$ cat src/rtl/lsac_pkg.sv
// Package with shared types, constants and codes of the load-shaping actuator controller.
package lsac_pkg;

  localparam int unsigned Axes       = 3;
  localparam int unsigned SampleBits = 12;
  localparam int unsigned AxisW      = $clog2(Axes);
  localparam int unsigned SumW       = SampleBits + $clog2(Axes + 1);
  localparam int unsigned FracW      = 17;
  localparam int unsigned StepW      = 15;
  localparam int unsigned PctW       = 7;
  localparam int unsigned CfgIdxW    = 3;
  localparam int unsigned CfgDataW   = 16;
  // Divider: dividend up to 32 bits, divisor up to SumW bits.
  localparam int unsigned DivNW      = 32;
  localparam int unsigned DivDW      = (SumW > 12) ? SumW : 12;
  localparam int unsigned DivCntW    = $clog2(DivNW + 1);

  localparam logic [CfgIdxW-1:0] RegMaxSteps = 3'd0;
  localparam logic [CfgIdxW-1:0] RegDeadband = 3'd1;
  localparam logic [CfgIdxW-1:0] RegNoise    = 3'd2;
  localparam logic [CfgIdxW-1:0] RegScale0   = 3'd3;

  typedef enum logic [2:0] {
    ModeDiscon    = 3'd0,
    ModeIdle      = 3'd1,
    ModeMeasuring = 3'd2,
    ModeMeasured  = 3'd3,
    ModeActuating = 3'd4,
    ModeDone      = 3'd5,
    ModeHoming    = 3'd6
  } mode_e;

  typedef enum logic [1:0] {
    CmdNone   = 2'd0,
    CmdButton = 2'd1,
    CmdHome   = 2'd2,
    CmdStop   = 2'd3
  } cmd_e;

  typedef struct packed {
    logic                   connector_present;
    logic                   button_edge;
    logic [1:0]             cmd;
    logic [SampleBits-1:0]  sample_a;
    logic [SampleBits-1:0]  sample_b;
    logic [SampleBits-1:0]  sample_c;
    logic [SampleBits-1:0]  sample_aux;
  } in_item_t;

  typedef struct packed {
    logic [2:0]       mode;
    logic             snapshot_flag;
    logic             drivers_cut;
    logic [PctW-1:0]  load_pct_a;
    logic [PctW-1:0]  load_pct_b;
    logic [PctW-1:0]  load_pct_c;
    logic [PctW-1:0]  live_pct_a;
    logic [PctW-1:0]  live_pct_b;
    logic [PctW-1:0]  live_pct_c;
    logic [StepW-1:0] position_a;
    logic [StepW-1:0] position_b;
    logic [StepW-1:0] position_c;
  } out_item_t;

  // Commands from the controller to the datapath.
  typedef struct packed {
    logic             capture;     // latch the input item
    logic             meas_start;  // start fraction division of axis
    logic             live_start;  // start live division of axis
    logic             live_write;  // write live percent of axis (after division, floor or zero scale)
    logic             live_zero;   // live reading is zero (under floor)
    logic             live_full;   // live reading is 100 (zero scale)
    logic             meas_write;  // write fraction/target of axis
    logic             act_copy;    // copy targets to positions
    logic             home_zero;   // zero positions
    logic [AxisW-1:0] axis;
  } dp_cmd_t;

  typedef struct packed {
    logic            div_done;
    logic            any_pos;
    logic [Axes-1:0] under_floor;
    logic [Axes-1:0] scale_zero;
  } dp_sts_t;

  typedef enum logic [5:0] {
    StIdle = 6'b000001,
    StMeas = 6'b000010,
    StMeasW= 6'b000100,
    StLive = 6'b001000,
    StLiveW= 6'b010000,
    StOut  = 6'b100000
  } state_e;

endpackage

$ cat src/rtl/lsac_stream_if.sv
// Valid/ready stream interface carrying one payload of type payload_t.
interface lsac_stream_if #(parameter type payload_t = logic) ();
  logic     valid;
  logic     ready;
  payload_t payload;
  modport source (output valid, output payload, input ready);
  modport sink (input valid, input payload, output ready);
endinterface

$ cat src/rtl/lsac_divider.sv
// Restoring radix-2 divider, one quotient bit per cycle.
module lsac_divider import lsac_pkg::*; (
  input  logic             clk_i,
  input  logic             rst_ni,
  input  logic             start_i,
  input  logic [DivNW-1:0] num_i,
  input  logic [DivDW-1:0] den_i,
  output logic             done_o,
  output logic [DivNW-1:0] quot_o
);
  logic [DivNW-1:0] quot_q, quot_d;
  logic [DivDW:0]   rem_q, rem_d;
  logic [DivDW-1:0] den_q, den_d;
  logic [DivCntW-1:0] cnt_q, cnt_d;
  logic busy_q, busy_d, done_q, done_d;
  logic [DivDW:0] trial;

  always_comb begin
    quot_d = quot_q;
    rem_d  = rem_q;
    den_d  = den_q;
    cnt_d  = cnt_q;
    busy_d = busy_q;
    done_d = 1'b0;
    trial  = {rem_q[DivDW-1:0], quot_q[DivNW-1]};
    if (start_i) begin
      quot_d = num_i;
      rem_d  = '0;
      den_d  = den_i;
      cnt_d  = DivCntW'(DivNW);
      busy_d = 1'b1;
    end else if (busy_q) begin
      if (trial >= {1'b0, den_q}) begin
        rem_d  = trial - {1'b0, den_q};
        quot_d = {quot_q[DivNW-2:0], 1'b1};
      end else begin
        rem_d  = trial;
        quot_d = {quot_q[DivNW-2:0], 1'b0};
      end
      cnt_d = cnt_q - 1'b1;
      if (cnt_q == DivCntW'(1)) begin
        busy_d = 1'b0;
        done_d = 1'b1;
      end
    end
  end

  always_ff @(posedge clk_i or negedge rst_ni) begin
    if (!rst_ni) begin
      busy_q <= 1'b0;
      done_q <= 1'b0;
      cnt_q  <= '0;
    end else begin
      busy_q <= busy_d;
      done_q <= done_d;
      cnt_q  <= cnt_d;
    end
  end

  always_ff @(posedge clk_i) begin
    quot_q <= quot_d;
    rem_q  <= rem_d;
    den_q  <= den_d;
  end

  assign done_o = done_q;
  assign quot_o = quot_q;
endmodule

$ cat src/rtl/lsac_datapath.sv
// Datapath: input latch, mode register, per-axis state, shared divider and result.
module lsac_datapath import lsac_pkg::*; (
  input  logic                clk_i,
  input  logic                rst_ni,
  input  logic                cfg_we_i,
  input  logic [CfgIdxW-1:0]  cfg_idx_i,
  input  logic [CfgDataW-1:0] cfg_data_i,
  input  in_item_t            item_i,
  input  dp_cmd_t             cmd_i,
  input  mode_e               mode_i,
  input  logic                mode_we_i,
  input  logic                cut_i,
  output dp_sts_t             sts_o,
  output in_item_t            item_o,
  output out_item_t           result_o
);
  logic [StepW-1:0]      max_steps_q;
  logic [15:0]           deadband_q;
  logic [SampleBits-1:0] noise_q;
  logic [11:0]           scale_q [Axes];

  in_item_t         item_q;
  logic [2:0]       mode_q;
  logic             cut_q;
  logic [StepW-1:0] pos_q [Axes];
  logic [StepW-1:0] tgt_q [Axes];
  logic [FracW-1:0] frac_q [Axes];
  logic [PctW-1:0]  live_q [Axes];
  logic [PctW-1:0]  lpct_q [Axes];

  logic [SampleBits-1:0] smp [Axes];
  logic [SumW-1:0]  sum, sum_f;
  logic             div_start;
  logic             div_done;
  logic [DivNW-1:0] div_num, quot;
  logic [DivDW-1:0] div_den;

  // Combinational measurement arithmetic: fraction, extension, target product, live and load percent.
  logic [FracW-1:0] frac_c;
  logic [16:0]      ext;
  logic [31:0]      prod;
  logic [PctW-1:0]  live_c;
  logic [23:0]      lp_prod;

  assign smp[0] = item_q.sample_a;
  assign smp[1] = item_q.sample_b;
  assign smp[2] = item_q.sample_c;

  assign sum   = SumW'(item_q.sample_a) + SumW'(item_q.sample_b) +
                 SumW'(item_q.sample_c) + SumW'(item_q.sample_aux);
  assign sum_f = (sum == '0) ? SumW'(1) : sum;

  always_comb begin
    div_start = cmd_i.meas_start | cmd_i.live_start;
    if (cmd_i.meas_start) begin
      div_num = DivNW'({smp[cmd_i.axis], 16'd0});
      div_den = DivDW'(sum_f);
    end else begin
      div_num = DivNW'(smp[cmd_i.axis]) * DivNW'(100);
      div_den = DivDW'(scale_q[cmd_i.axis]);
    end
  end

  lsac_divider u_div (
    .clk_i, .rst_ni,
    .start_i(div_start), .num_i(div_num), .den_i(div_den),
    .done_o(div_done), .quot_o(quot)
  );

  always_comb begin
    frac_c = (quot > DivNW'(32'h10000)) ? FracW'(17'h10000) : FracW'(quot);
    ext    = 17'h10000 - frac_c;
    if (ext < {1'b0, deadband_q}) ext = '0;
    prod   = 32'(ext) * 32'(max_steps_q);
    live_c = (quot > DivNW'(100)) ? PctW'(100) : PctW'(quot);
    lp_prod = 24'(frac_c) * 24'd100;
  end

  always_comb begin
    sts_o.div_done = div_done;
    sts_o.any_pos  = 1'b0;
    for (int i = 0; i < Axes; i++) begin
      if (pos_q[i] != '0) sts_o.any_pos = 1'b1;
      sts_o.under_floor[i] = smp[i] < noise_q;
      sts_o.scale_zero[i]  = scale_q[i] == '0;
    end
  end

  always_ff @(posedge clk_i or negedge rst_ni) begin
    if (!rst_ni) begin
      max_steps_q <= StepW'(21000);
      deadband_q  <= 16'd5243;
      noise_q     <= SampleBits'(150);
      for (int i = 0; i < Axes; i++) scale_q[i] <= 12'd3;
      mode_q <= ModeDiscon;
      cut_q  <= 1'b0;
      for (int i = 0; i < Axes; i++) begin
        pos_q[i]  <= '0;
        tgt_q[i]  <= '0;
        frac_q[i] <= '0;
        live_q[i] <= '0;
        lpct_q[i] <= '0;
      end
    end else begin
      if (cfg_we_i) begin
        case (cfg_idx_i)
          RegMaxSteps: max_steps_q <= cfg_data_i[StepW-1:0];
          RegDeadband: deadband_q  <= cfg_data_i;
          RegNoise:    noise_q     <= cfg_data_i[SampleBits-1:0];
          default: begin
            for (int i = 0; i < Axes; i++)
              if (cfg_idx_i == RegScale0 + CfgIdxW'(i)) scale_q[i] <= cfg_data_i[11:0];
          end
        endcase
      end
      if (mode_we_i) begin
        mode_q <= mode_i;
        cut_q  <= cut_i;
      end
      if (cmd_i.meas_write) begin
        frac_q[cmd_i.axis] <= frac_c;
        tgt_q[cmd_i.axis]  <= prod[16 +: StepW];
        lpct_q[cmd_i.axis] <= PctW'(lp_prod[23:16]);
      end
      if (cmd_i.live_write) begin
        if (cmd_i.live_zero)      live_q[cmd_i.axis] <= '0;
        else if (cmd_i.live_full) live_q[cmd_i.axis] <= PctW'(100);
        else                      live_q[cmd_i.axis] <= live_c;
      end
      if (cmd_i.act_copy)  for (int i = 0; i < Axes; i++) pos_q[i] <= tgt_q[i];
      if (cmd_i.home_zero) for (int i = 0; i < Axes; i++) pos_q[i] <= '0;
    end
  end

  always_ff @(posedge clk_i) begin
    if (cmd_i.capture) item_q <= item_i;
  end

  assign item_o = item_q;

  logic snap;
  assign snap = (mode_q == ModeActuating) || (mode_q == ModeDone);
  always_comb begin
    result_o.mode          = mode_q;
    result_o.snapshot_flag = snap;
    result_o.drivers_cut   = cut_q;
    result_o.load_pct_a    = lpct_q[0];
    result_o.load_pct_b    = lpct_q[1];
    result_o.load_pct_c    = lpct_q[2];
    result_o.live_pct_a    = live_q[0];
    result_o.live_pct_b    = live_q[1];
    result_o.live_pct_c    = live_q[2];
    result_o.position_a    = snap ? pos_q[0] : '0;
    result_o.position_b    = snap ? pos_q[1] : '0;
    result_o.position_c    = snap ? pos_q[2] : '0;
  end
endmodule

$ cat src/rtl/lsac_controller.sv
// Controller: mode decision and sequencing of the shared divider per pass.
module lsac_controller import lsac_pkg::*; (
  input  logic      clk_i,
  input  logic      rst_ni,
  input  logic      in_valid_i,
  output logic      in_ready_o,
  output logic      out_valid_o,
  input  logic      out_ready_i,
  input  in_item_t  item_i,
  input  logic [2:0] mode_cur_i,
  input  dp_sts_t   sts_i,
  output dp_cmd_t   cmd_o,
  output mode_e     mode_o,
  output logic      mode_we_o,
  output logic      cut_o
);
  state_e st_q, st_d;
  logic [AxisW-1:0] ax_q, ax_d;
  logic live_run_q, live_run_d;
  logic ov_q, ov_d;

  // Mode decision for the latched request.
  mode_e m_pre, m_new;
  logic  cut, btn;
  always_comb begin
    m_pre = mode_e'(mode_cur_i);
    cut   = item_i.cmd == CmdStop;
    btn   = item_i.button_edge | (item_i.cmd == CmdButton);
    if (item_i.cmd == CmdHome && m_pre != ModeHoming && m_pre != ModeActuating)
      m_pre = ModeHoming;
    if (!item_i.connector_present && m_pre != ModeDiscon) begin
      cut   = 1'b1;
      m_pre = ModeDiscon;
    end
    if (item_i.connector_present && m_pre == ModeDiscon)
      m_pre = sts_i.any_pos ? ModeHoming : ModeIdle;
    m_new = m_pre;
    case (m_pre)
      ModeIdle:      if (btn) m_new = ModeMeasuring;
      ModeMeasuring: m_new = ModeMeasured;
      ModeMeasured:  if (btn) m_new = ModeActuating;
      ModeActuating: m_new = ModeDone;
      ModeHoming:    m_new = ModeIdle;
      default:       m_new = m_pre;
    endcase
  end

  logic is_meas, live_en;
  assign is_meas = m_pre == ModeMeasuring;
  assign live_en = m_new != ModeActuating && m_new != ModeHoming;

  always_comb begin
    st_d = st_q;
    ax_d = ax_q;
    live_run_d = live_run_q;
    ov_d = ov_q;
    cmd_o = '0;
    cmd_o.axis = ax_q;
    mode_o = m_new;
    mode_we_o = 1'b0;
    cut_o = cut;
    if (ov_q && out_ready_i) ov_d = 1'b0;
    case (st_q)
      StIdle: begin
        if (in_valid_i && !ov_q) begin
          cmd_o.capture = 1'b1;
          ax_d = '0;
          st_d = StMeas;
        end
      end
      StMeas: begin
        // Decision step: either measure axis, or go to the live phase.
        if (is_meas) begin
          cmd_o.meas_start = 1'b1;
          st_d = StMeasW;
        end else begin
          st_d = StLive;
        end
      end
      StMeasW: begin
        if (sts_i.div_done) begin
          cmd_o.meas_write = 1'b1;
          if (ax_q == AxisW'(Axes - 1)) begin
            ax_d = '0;
            st_d = StLive;
          end else begin
            ax_d = ax_q + 1'b1;
            st_d = StMeas;
          end
        end
      end
      StLive: begin
        if (!live_en) begin
          st_d = StOut;
        end else if (sts_i.under_floor[ax_q] || sts_i.scale_zero[ax_q]) begin
          cmd_o.live_write = 1'b1;
          cmd_o.live_zero = sts_i.under_floor[ax_q];
          cmd_o.live_full = 1'b1;
          if (ax_q == AxisW'(Axes - 1)) st_d = StOut;
          else ax_d = ax_q + 1'b1;
        end else begin
          cmd_o.live_start = 1'b1;
          live_run_d = 1'b1;
          st_d = StLiveW;
        end
      end
      StLiveW: begin
        if (sts_i.div_done) begin
          cmd_o.live_write = 1'b1;
          live_run_d = 1'b0;
          if (ax_q == AxisW'(Axes - 1)) st_d = StOut;
          else begin
            ax_d = ax_q + 1'b1;
            st_d = StLive;
          end
        end
      end
      StOut: begin
        mode_we_o = 1'b1;
        cmd_o.act_copy  = m_pre == ModeActuating;
        cmd_o.home_zero = m_pre == ModeHoming;
        ov_d = 1'b1;
        st_d = StIdle;
      end
      default: st_d = StIdle;
    endcase
  end

  always_ff @(posedge clk_i or negedge rst_ni) begin
    if (!rst_ni) begin
      st_q <= StIdle;
      ax_q <= '0;
      live_run_q <= 1'b0;
      ov_q <= 1'b0;
    end else begin
      st_q <= st_d;
      ax_q <= ax_d;
      live_run_q <= live_run_d;
      ov_q <= ov_d;
    end
  end

  assign in_ready_o  = (st_q == StIdle) && !ov_q;
  assign out_valid_o = ov_q && !live_run_q;
endmodule

$ cat src/rtl/load_shaping_actuator_controller_top.sv
// Top level of the load-shaping actuator controller.
//
//   channel  | dir | handshake          | payload
//   ---------+-----+--------------------+--------------------------------------
//   in_if    | in  | valid/ready        | connector, button, cmd, four samples
//   out_if   | out | valid/ready        | mode, flags, percentages, positions
//   cfg      | in  | cfg_we_i           | cfg_idx_i, cfg_data_i
//
// A request is captured in the idle state, then runs the measure step, where a
// measuring pass divides the load fraction of each axis, and the live step,
// skipped when the new mode is actuating or homing, where each live reading is
// settled by the noise floor or a zero scale or divided; the result is then
// written and offered. Every division runs on the single shared radix-2
// divider, which gives one quotient bit per cycle and serves the three load
// fractions and the three live percentages.
// Reset is asynchronous and active low and restores every register but the latched request and divider data.
// A new request is taken only after the previous result has been delivered.
module load_shaping_actuator_controller_top import lsac_pkg::*; (
  input  logic                clk_i,
  input  logic                rst_ni,
  input  logic                cfg_we_i,
  input  logic [CfgIdxW-1:0]  cfg_idx_i,
  input  logic [CfgDataW-1:0] cfg_data_i,
  lsac_stream_if.sink         in_if,
  lsac_stream_if.source       out_if
);
  dp_cmd_t  cmd;
  dp_sts_t  sts;
  in_item_t item_l;
  out_item_t result;
  mode_e    mode_new;
  logic     mode_we, cut;

  // The controller decides on the latched request held in the datapath.
  lsac_controller u_ctrl (
    .clk_i, .rst_ni,
    .in_valid_i(in_if.valid), .in_ready_o(in_if.ready),
    .out_valid_o(out_if.valid), .out_ready_i(out_if.ready),
    .item_i(item_l), .mode_cur_i(result.mode),
    .sts_i(sts), .cmd_o(cmd),
    .mode_o(mode_new), .mode_we_o(mode_we), .cut_o(cut)
  );

  lsac_datapath u_dp (
    .clk_i, .rst_ni,
    .cfg_we_i, .cfg_idx_i, .cfg_data_i,
    .item_i(in_if.payload), .cmd_i(cmd),
    .mode_i(mode_new), .mode_we_i(mode_we), .cut_i(cut),
    .sts_o(sts), .item_o(item_l), .result_o(result)
  );

  assign out_if.payload = result;
endmodule

$ cat src/flat_wrapper.sv
// flat-port wrapper written by rule: the top's interface ports become plain ports
module load_shaping_actuator_controller_top_flat import lsac_pkg::*;
  (clk_i, rst_ni, cfg_we_i, cfg_idx_i, cfg_data_i, in_if_valid, in_if_payload, in_if_ready, out_if_valid, out_if_payload, out_if_ready);
  lsac_stream_if #(.payload_t(in_item_t)) in_if_i ();
  lsac_stream_if #(.payload_t(out_item_t)) out_if_i ();
  input  logic clk_i;
  input  logic rst_ni;
  input  logic cfg_we_i;
  input  logic [CfgIdxW-1:0] cfg_idx_i;
  input  logic [CfgDataW-1:0] cfg_data_i;
  input wire logic [$bits(in_if_i.valid)-1:0] in_if_valid;
  input wire logic [$bits(in_if_i.payload)-1:0] in_if_payload;
  output wire logic [$bits(in_if_i.ready)-1:0] in_if_ready;
  output wire logic [$bits(out_if_i.valid)-1:0] out_if_valid;
  output wire logic [$bits(out_if_i.payload)-1:0] out_if_payload;
  input wire logic [$bits(out_if_i.ready)-1:0] out_if_ready;
  assign in_if_i.valid = in_if_valid;
  assign in_if_i.payload = in_if_payload;
  assign in_if_ready = in_if_i.ready;
  assign out_if_valid = out_if_i.valid;
  assign out_if_payload = out_if_i.payload;
  assign out_if_i.ready = out_if_ready;
  load_shaping_actuator_controller_top u_core (.clk_i(clk_i), .rst_ni(rst_ni), .cfg_we_i(cfg_we_i), .cfg_idx_i(cfg_idx_i), .cfg_data_i(cfg_data_i), .in_if(in_if_i), .out_if(out_if_i));
endmodule
$ cat config.mk
export PLATFORM = sky130hd
export DESIGN_NAME = load_shaping_actuator_controller_top_flat
export DESIGN_NICKNAME = d
export VERILOG_FILES = /design/src/rtl/lsac_pkg.sv /design/src/rtl/lsac_stream_if.sv /design/src/rtl/lsac_divider.sv /design/src/rtl/lsac_datapath.sv /design/src/rtl/lsac_controller.sv /design/src/rtl/load_shaping_actuator_controller_top.sv /design/src/flat_wrapper.sv
export SDC_FILE = /design/constraint.sdc
export NUM_CORES = 1
export LEC_CHECK = 0
export BUFFER_PORTS_ARGS = -buffer_cell sky130_fd_sc_hd__buf_2
export CAP_MARGIN = 20
export CORE_MARGIN = 2
export CORE_UTILIZATION = 25
export CTS_CLUSTER_DIAMETER = 120
export DETAILED_ROUTE_END_ITERATION = 6
export SLEW_MARGIN = 15
export SYNTH_ARGS = -nofsm -noshare
export SYNTH_HDL_FRONTEND = slang
export SYNTH_HIERARCHICAL = 1
export SYNTH_SLANG_ARGS = --single-unit
export TNS_END_PERCENT = 5
$ cat constraint.sdc
create_clock -name clk_i -period 13.97 [get_ports clk_i]
set_input_delay 1.397 -clock clk_i [delete_from_list [all_inputs] [get_ports clk_i]]
set_output_delay 1.397 -clock clk_i [all_outputs]
set_load 0.05 [all_outputs]
After elaboration in Yosys (flattened, before gate mapping). Cells that the tools add are included.

Flip-flop bits (word level): 345. Bits of input ports: 76. Output and inout port bits: 94. Word-level logic and storage cells: 234.

Add/sub/neg operators: 7. Multipliers: 3. Order comparisons: 10. Eq/ne operators: 34. Mux-type cells: 91. Bitwise logic cells: 10. Reduce and logical (&&, ||, !) cells: 41.

Operator list (count): $mux W45 (2); $mux W12 (6); $mux W32 (2); $mux W15 (4); $mux W6 (9); $bmux W12 S2 (2); $bwmux W45 (1); $reduce_bool A15 Y1 (3); $bwmux W21 (2); $mux W21 (2); $logic_not A12 Y1 (3); $lt A12 B12 Y1 (3); $mux W17 (2); $gt A32 B17 Y1 const B (1); $gt A32 B7 Y1 const B (1); $mul A17 B15 Y31 (1); $demux W15 S2 (1); $pmux W6 S5 (1); $add A14 B12 Y14 (2); $mux W28 (1); $mux W1 (27); $and A21 B21 Y21 (1); $mul A17 B5 Y21 const B (1); $mux W3 (7); 55 further kinds (111).

Logic depth before layout (Yosys ltp).
Depth in word-level cells: 18. Depth in mapped cells: 46. Gate-level depth less buffers: 41.

By module. Netlist, hierarchy kept.

Modules (own cells, without submodules): lsac_datapath (instances 1, cells each 2606, area an instance 24896.4 um^2, sequential area each 6969.2 um^2); lsac_divider (instances 1, cells each 321, area an instance 3666.0 um^2, sequential area each 1861.8 um^2); lsac_controller (instances 1, cells each 124, area an instance 1018.5 um^2, sequential area each 251.5 um^2).

Worst setup path before layout. OpenSTA, ideal clock, no wires.

Kind: register -> register. Start: reg u_core.u_dp.u_div.quot_q[0], in the netlist u_core/u_dp/u_div/quot_o[0]. End: reg u_core/u_dp/tgt_q[14] (netlist name). Setup time: 0.095 ns. Arrival: 10.074 ns. Data required time: 13.875 ns. Path slack: 3.801 ns. Stages on the path, launching flop included: 41. Buffers on the path: 4. Clock period less this slack: 10.169 ns. Cells stage by stage: edfxtp_1 -> or4_1 -> or4_4 -> o21ai_4 -> and2_1 -> buf_4 -> buf_6 -> nand2_1 -> ha_1 -> nand4_1 -> inv_1 -> and3_1 -> xor2_1 -> ha_1 -> nand4_1 -> nor4_1 -> a211o_1 -> a41oi_1 -> (+5 left out) -> fa_1 -> inv_1 -> fa_1 -> inv_1 -> fa_1 -> fa_1 -> fa_1 -> inv_1 -> fa_1 -> inv_1 -> ha_1 -> and4_1 -> nand4_1 -> or4_1 -> o311ai_4 -> and2_4 -> mux2_2 -> o31ai_1.

Word-level cells in the longest chain between the ends: 7.

RTL lines: from (decl) (line lsac_divider.sv:11) `logic [DivNW-1:0] quot_q, quot_d;`; from (signal assigned) (line lsac_divider.sv:61) `quot_q <= quot_d;`; $gt A32 B17 Y1 (line lsac_datapath.sv:71) `frac_c = (quot > DivNW'(32'h10000)) ? FracW'(17'h10000) : FracW'(quot);`; $mux W17 (*) (line lsac_datapath.sv:71); $sub A17 B17 Y17 (*) (line lsac_datapath.sv:72) `ext = 17'h10000 - frac_c;`; $lt A17 B16 Y1 (line lsac_datapath.sv:73) `if (ext < {1'b0, deadband_q}) ext = '0;`; $mux W17 (*) (line lsac_datapath.sv:73); $mul A17 B15 Y31 (*) (line lsac_datapath.sv:74) `prod = 32'(ext) * 32'(max_steps_q);`; $bwmux W45 (*) (line lsac_datapath.sv:122) `tgt_q[cmd_i.axis] <= prod[16 +: StepW];`; to (signal, indexed assignment) (line lsac_datapath.sv:122); to (decl) (line lsac_datapath.sv:26) `logic [StepW-1:0] tgt_q [Axes];`.

Mark *: on every way between the ends. The rest lies on a longest branch, timed or not. A chain may end at the register's enable or synchronous reset.

Final worst setup path.
Start: reg u_core.u_dp.u_div.quot_q[0], in the netlist u_core/u_dp/u_div/quot_o[0]. End: reg u_core/u_dp/tgt_q[44] (netlist name).

Same word-level chain as after synthesis.

==> metrics.txt <==
Fin Setup TNS=0 ns; capturing point of the worst reg2reg path=u_core/u_dp/tgt_q[44]$_DFFE_PN0P_; layout cell share with drive strength beyond 1=13.8%; Simple-Gate Fraction of Synth Area=16.0%; GR Overflow Total=0; post-route minimum period=11.63 ns; Final Setup Violations=0; Worst-Margin Slew=around 1.3 ns; PD cells=134 nW/µm²; Worst Path Arrival=around 12 ns; maximum ir drop on the vdd rail=0.000111 V; top cell family by delay on the critical path=simple AND/OR/NAND/NOR gates; Min Hold Slack=0.474 ns; outcome=finished, final reports clean; TritonCTS Buffers=38; period utilization=between 80% and 90%; Sequential Power Share=32.6%; setup skew after layout=0.0216 ns; number of instances in the synthesized netlist=3051; area share of fa/ha/maj cells after synthesis=27.3%; commonest non-fill, non-tap cell in the layout=sky130_fd_sc_hd__inv_1; number of max-slew violations in the final report=0; Leak=~16 nW; Clock Path Buffers=3; post-synthesis instance area=29600 µm²; cell depth of the worst hold path=2; core area=118000 µm²; routability congestion estimate=0.862; initial core utilization=~25%; First-pass DRT Iterations=5; ports placed on the boundary=170; critical path type=register to register; number of nets with antenna violations after detailed routing=0; count of max-cap constraint violations=0; die boundary width=348 µm; top_reg_cell synth=sky130_fd_sc_hd__dfrtp_1; most frequent cells in the layout=sky130_fd_sc_hd__inv_1, sky130_fd_sc_hd__nand2_1, sky130_fd_sc_hd__ha_1, sky130_fd_sc_hd__fa_1, sky130_fd_sc_hd__dfrtp_1; routed length per instance=~17 µm; maximum number of pins on one net before global-route repair=roughly 120; critical-path cell with the highest stage delay=sky130_fd_sc_hd__nor2b_1; switching power summed over all nets=1.77 mW; Sw Ratio=approximately 40%; Synth async-reset ratio=67.5%; multiplexer area fraction after synthesis=approximately 6%; critical path required time=roughly 14 ns; WL final=80000 µm; antenna violations before repair=5; level count of the clock H-tree=2; Inst Count DP=4650; number of synthesized flops with an enable pin=98; via count of the first global-routing pass=22000; floorplan row count=126; Port Buffer Count=169; launch point of the worst reg-to-reg path=u_core/u_dp/u_div/quot_o[0]$_DFFE_PP_; share of total power in combinational logic=43.1%; final hold vios=0; worst reg2reg path depth=33; maximum fanout along the worst path=23; placed wire-length estimate=slightly above 60000 µm; Worst Hold End=u_core/u_dp/result_o[77]$_DFFE_PN0P_; clock network fraction of total power=24.3%; Final Net Count=3744; share of the yosys chip area belonging to registers=between 30% and 40%; dominant combinational cell family by area after synthesis=adder cells; Hold Startpoint=u_core/u_dp/result_o[77]$_DFFE_PN0P_; crit path capture type=register; maximum clock rate=86.0 MHz; post-cts sizing count=0; clock tree root buffer cell=sky130_fd_sc_hd__clkbuf_16; clock net sink count=345; hold-fix buffers at CTS=0; first-pass GRT wire length=127000 µm; buffer and inverter count on the worst path=4; Seq cells post-synth=around 350; post-synthesis compound-gate area fraction=approximately 10%; area of the die=121000 µm²; GRT Util Overall=approximately an eighth; count of distinct cell types in the synthesized netlist=100; via total after detailed routing=between 20000 and 25000; Internal Power=about 2.7 mW; relative area change from synthesis to final layout=12.9%; detailed router's first-iteration violation count=1281; mean area per synthesized cell=9.70 µm²; CTS tree=yes; most used cell along the critical path=sky130_fd_sc_hd__fa_1; longest individual stage delay on the worst path=~0.88 ns; clock slew at reported path FFs=roughly 0.060 ns; worst hold-check path type=register to register; Die Height=348 µm; count of warnings emitted by yosys=6; Worst-Skew Late Latency=0.58 ns; number of vias per cell after detailed routing=4.63; type of origin of the critical path=register; setup repair after global routing missed its margin=no; Slew Limit Headroom=14.8%; slack of the worst reg-to-reg path=~2.3 ns; number of remaining DRC errors=0; Final Non-Filler Cells=4721; XOR/XNOR share of the synthesized area=2.61%; Setup Buffers After CTS=0
[Yosys cell counts (all sizes together), types with 6 or more instances]
master	number	area share [%]
nor3b	7	0.19
o31ai	12	0.32
or4	10	0.28
o311ai	6	0.26
fa	224	15
buf	35	0.69
nor2	148	1.9
dfstp	23	2.0
or3	10	0.21
inv	422	5.4
dfrtp	210	18
or2	8	0.17
o21ai	166	2.9
and2b	12	0.31
edfxtp	98	9.9
and2	203	4.3
and3	21	0.44
o21a	11	0.28
a21oi	84	1.4
nand2	313	4.0
nand3	43	0.73
o211ai	13	0.36
nor4	33	0.75
clkbuf	100	1.3
o21bai	15	0.38
a31oi	15	0.32
a311oi	9	0.31
nor2b	28	0.59
dfxtp	14	0.95
nor3	33	0.58
a211oi	22	0.65
xnor2	54	1.7
o2111ai	8	0.24
xor2	30	0.89
nand4	24	0.53
mux2	93	3.5
mux2i	72	2.4
nand2b	18	0.38
a21o	46	1.2
ha	288	12
a31o	7	0.21
[worst max-delay path by stage]
stage                                        end  cells after the start  slack (ns)                                   from
3_5_place_dp   u_core/u_dp/tgt_q[44]$_DFFE_PN0P_                     33        2.43  u_core/u_dp/u_div/quot_o[0]$_DFFE_PP_
4_1_cts        u_core/u_dp/tgt_q[44]$_DFFE_PN0P_                     33        2.39  u_core/u_dp/u_div/quot_o[0]$_DFFE_PP_
6_report       u_core/u_dp/tgt_q[44]$_DFFE_PN0P_                     33        2.34  u_core/u_dp/u_div/quot_o[0]$_DFFE_PP_
2_1_floorplan  u_core/u_dp/tgt_q[14]$_DFFE_PN0P_                     40        3.80  u_core/u_dp/u_div/quot_o[0]$_DFFE_PP_
3_3_place_gp   u_core/u_dp/tgt_q[29]$_DFFE_PN0P_                     33        2.70  u_core/u_dp/u_div/quot_o[0]$_DFFE_PP_
5_1_grt        u_core/u_dp/tgt_q[44]$_DFFE_PN0P_                     33        1.72  u_core/u_dp/u_div/quot_o[0]$_DFFE_PP_
[sequential cells by signal, summed over array words and instances (netlist names), 15 cells and up]
signal                    flops
u_core/u_dp/deadband_q       16
u_core/u_dp/item_o           52
u_core/u_dp/max_steps_q      15
u_core/u_dp/pos_q            45
u_core/u_dp/result_o         42
u_core/u_dp/scale_q          36
u_core/u_dp/tgt_q            45
u_core/u_dp/u_div/quot_o     32
[worst min-delay path: stages, from the launching register on]
cell and delay, ns:
sky130_fd_sc_hd__dfrtp_1 0.34, sky130_fd_sc_hd__nand2_1 0.04, sky130_fd_sc_hd__o21ai_0 0.06
[power groups by stage]
stage	Clock (mW)	Combinational (mW)	Sequential, mW
detailed placement	0	1.91	1.47
global route	1.16	2.19	1.48
CTS	1.12	1.93	1.45
finish	1.09	1.93	1.46
global placement	0	1.87	1.47
floorplan	0	1.49	1.37
[per-stage QoR]
stage                     util, %  setup WS (ns)  total power, mW  area (µm²)
final                        28.4           2.34             4.47       33400
after global placement       27.2           2.70             3.34       32000
after detailed placement     27.2           2.43             3.38       32000
after floorplan                 -           3.80             2.86       29600
after global routing         28.4           1.72             4.83       33400
after CTS                    28.3           2.39             4.50       33400
[layer usage]
metal | wire length (µm) | GRT usage (%) | vias to the layer above
met3 | 3990 | 1.97 | 105
li1 | - | - | 10400
met1 | 38800 | 18.9 | 10800
met5 | 51 | 0 | -
met2 | 35700 | 20.8 | 541
met4 | 1420 | 2.80 | 8
[final cells by class]
type	instances	area (µm²)
fill	12300	84400
multi-input combinational	2154	18400
sequential	345	9080
tap	1536	1920
inverter	422	1580
clock buffer	51	1130
timing repair buffer	195	1050
clock inverter	17	233
antenna	1	2.50
[kinds of logic (layout without fill, tap and decap cells)]
| group | after synthesis | count (layout) |
|---|---|---|
| xor+xnor | 84 | 84 |
| buf+inv | 557 | 685 |
| mux | 165 | 165 |
| flops | 345 | 345 |
| fa+ha+maj | 512 | 512 |
| compound gates | 453 | 453 |
| simple gates | 934 | 934 |
| other cells | 1 | 7 |
Power figures use the tool's default switching activity.
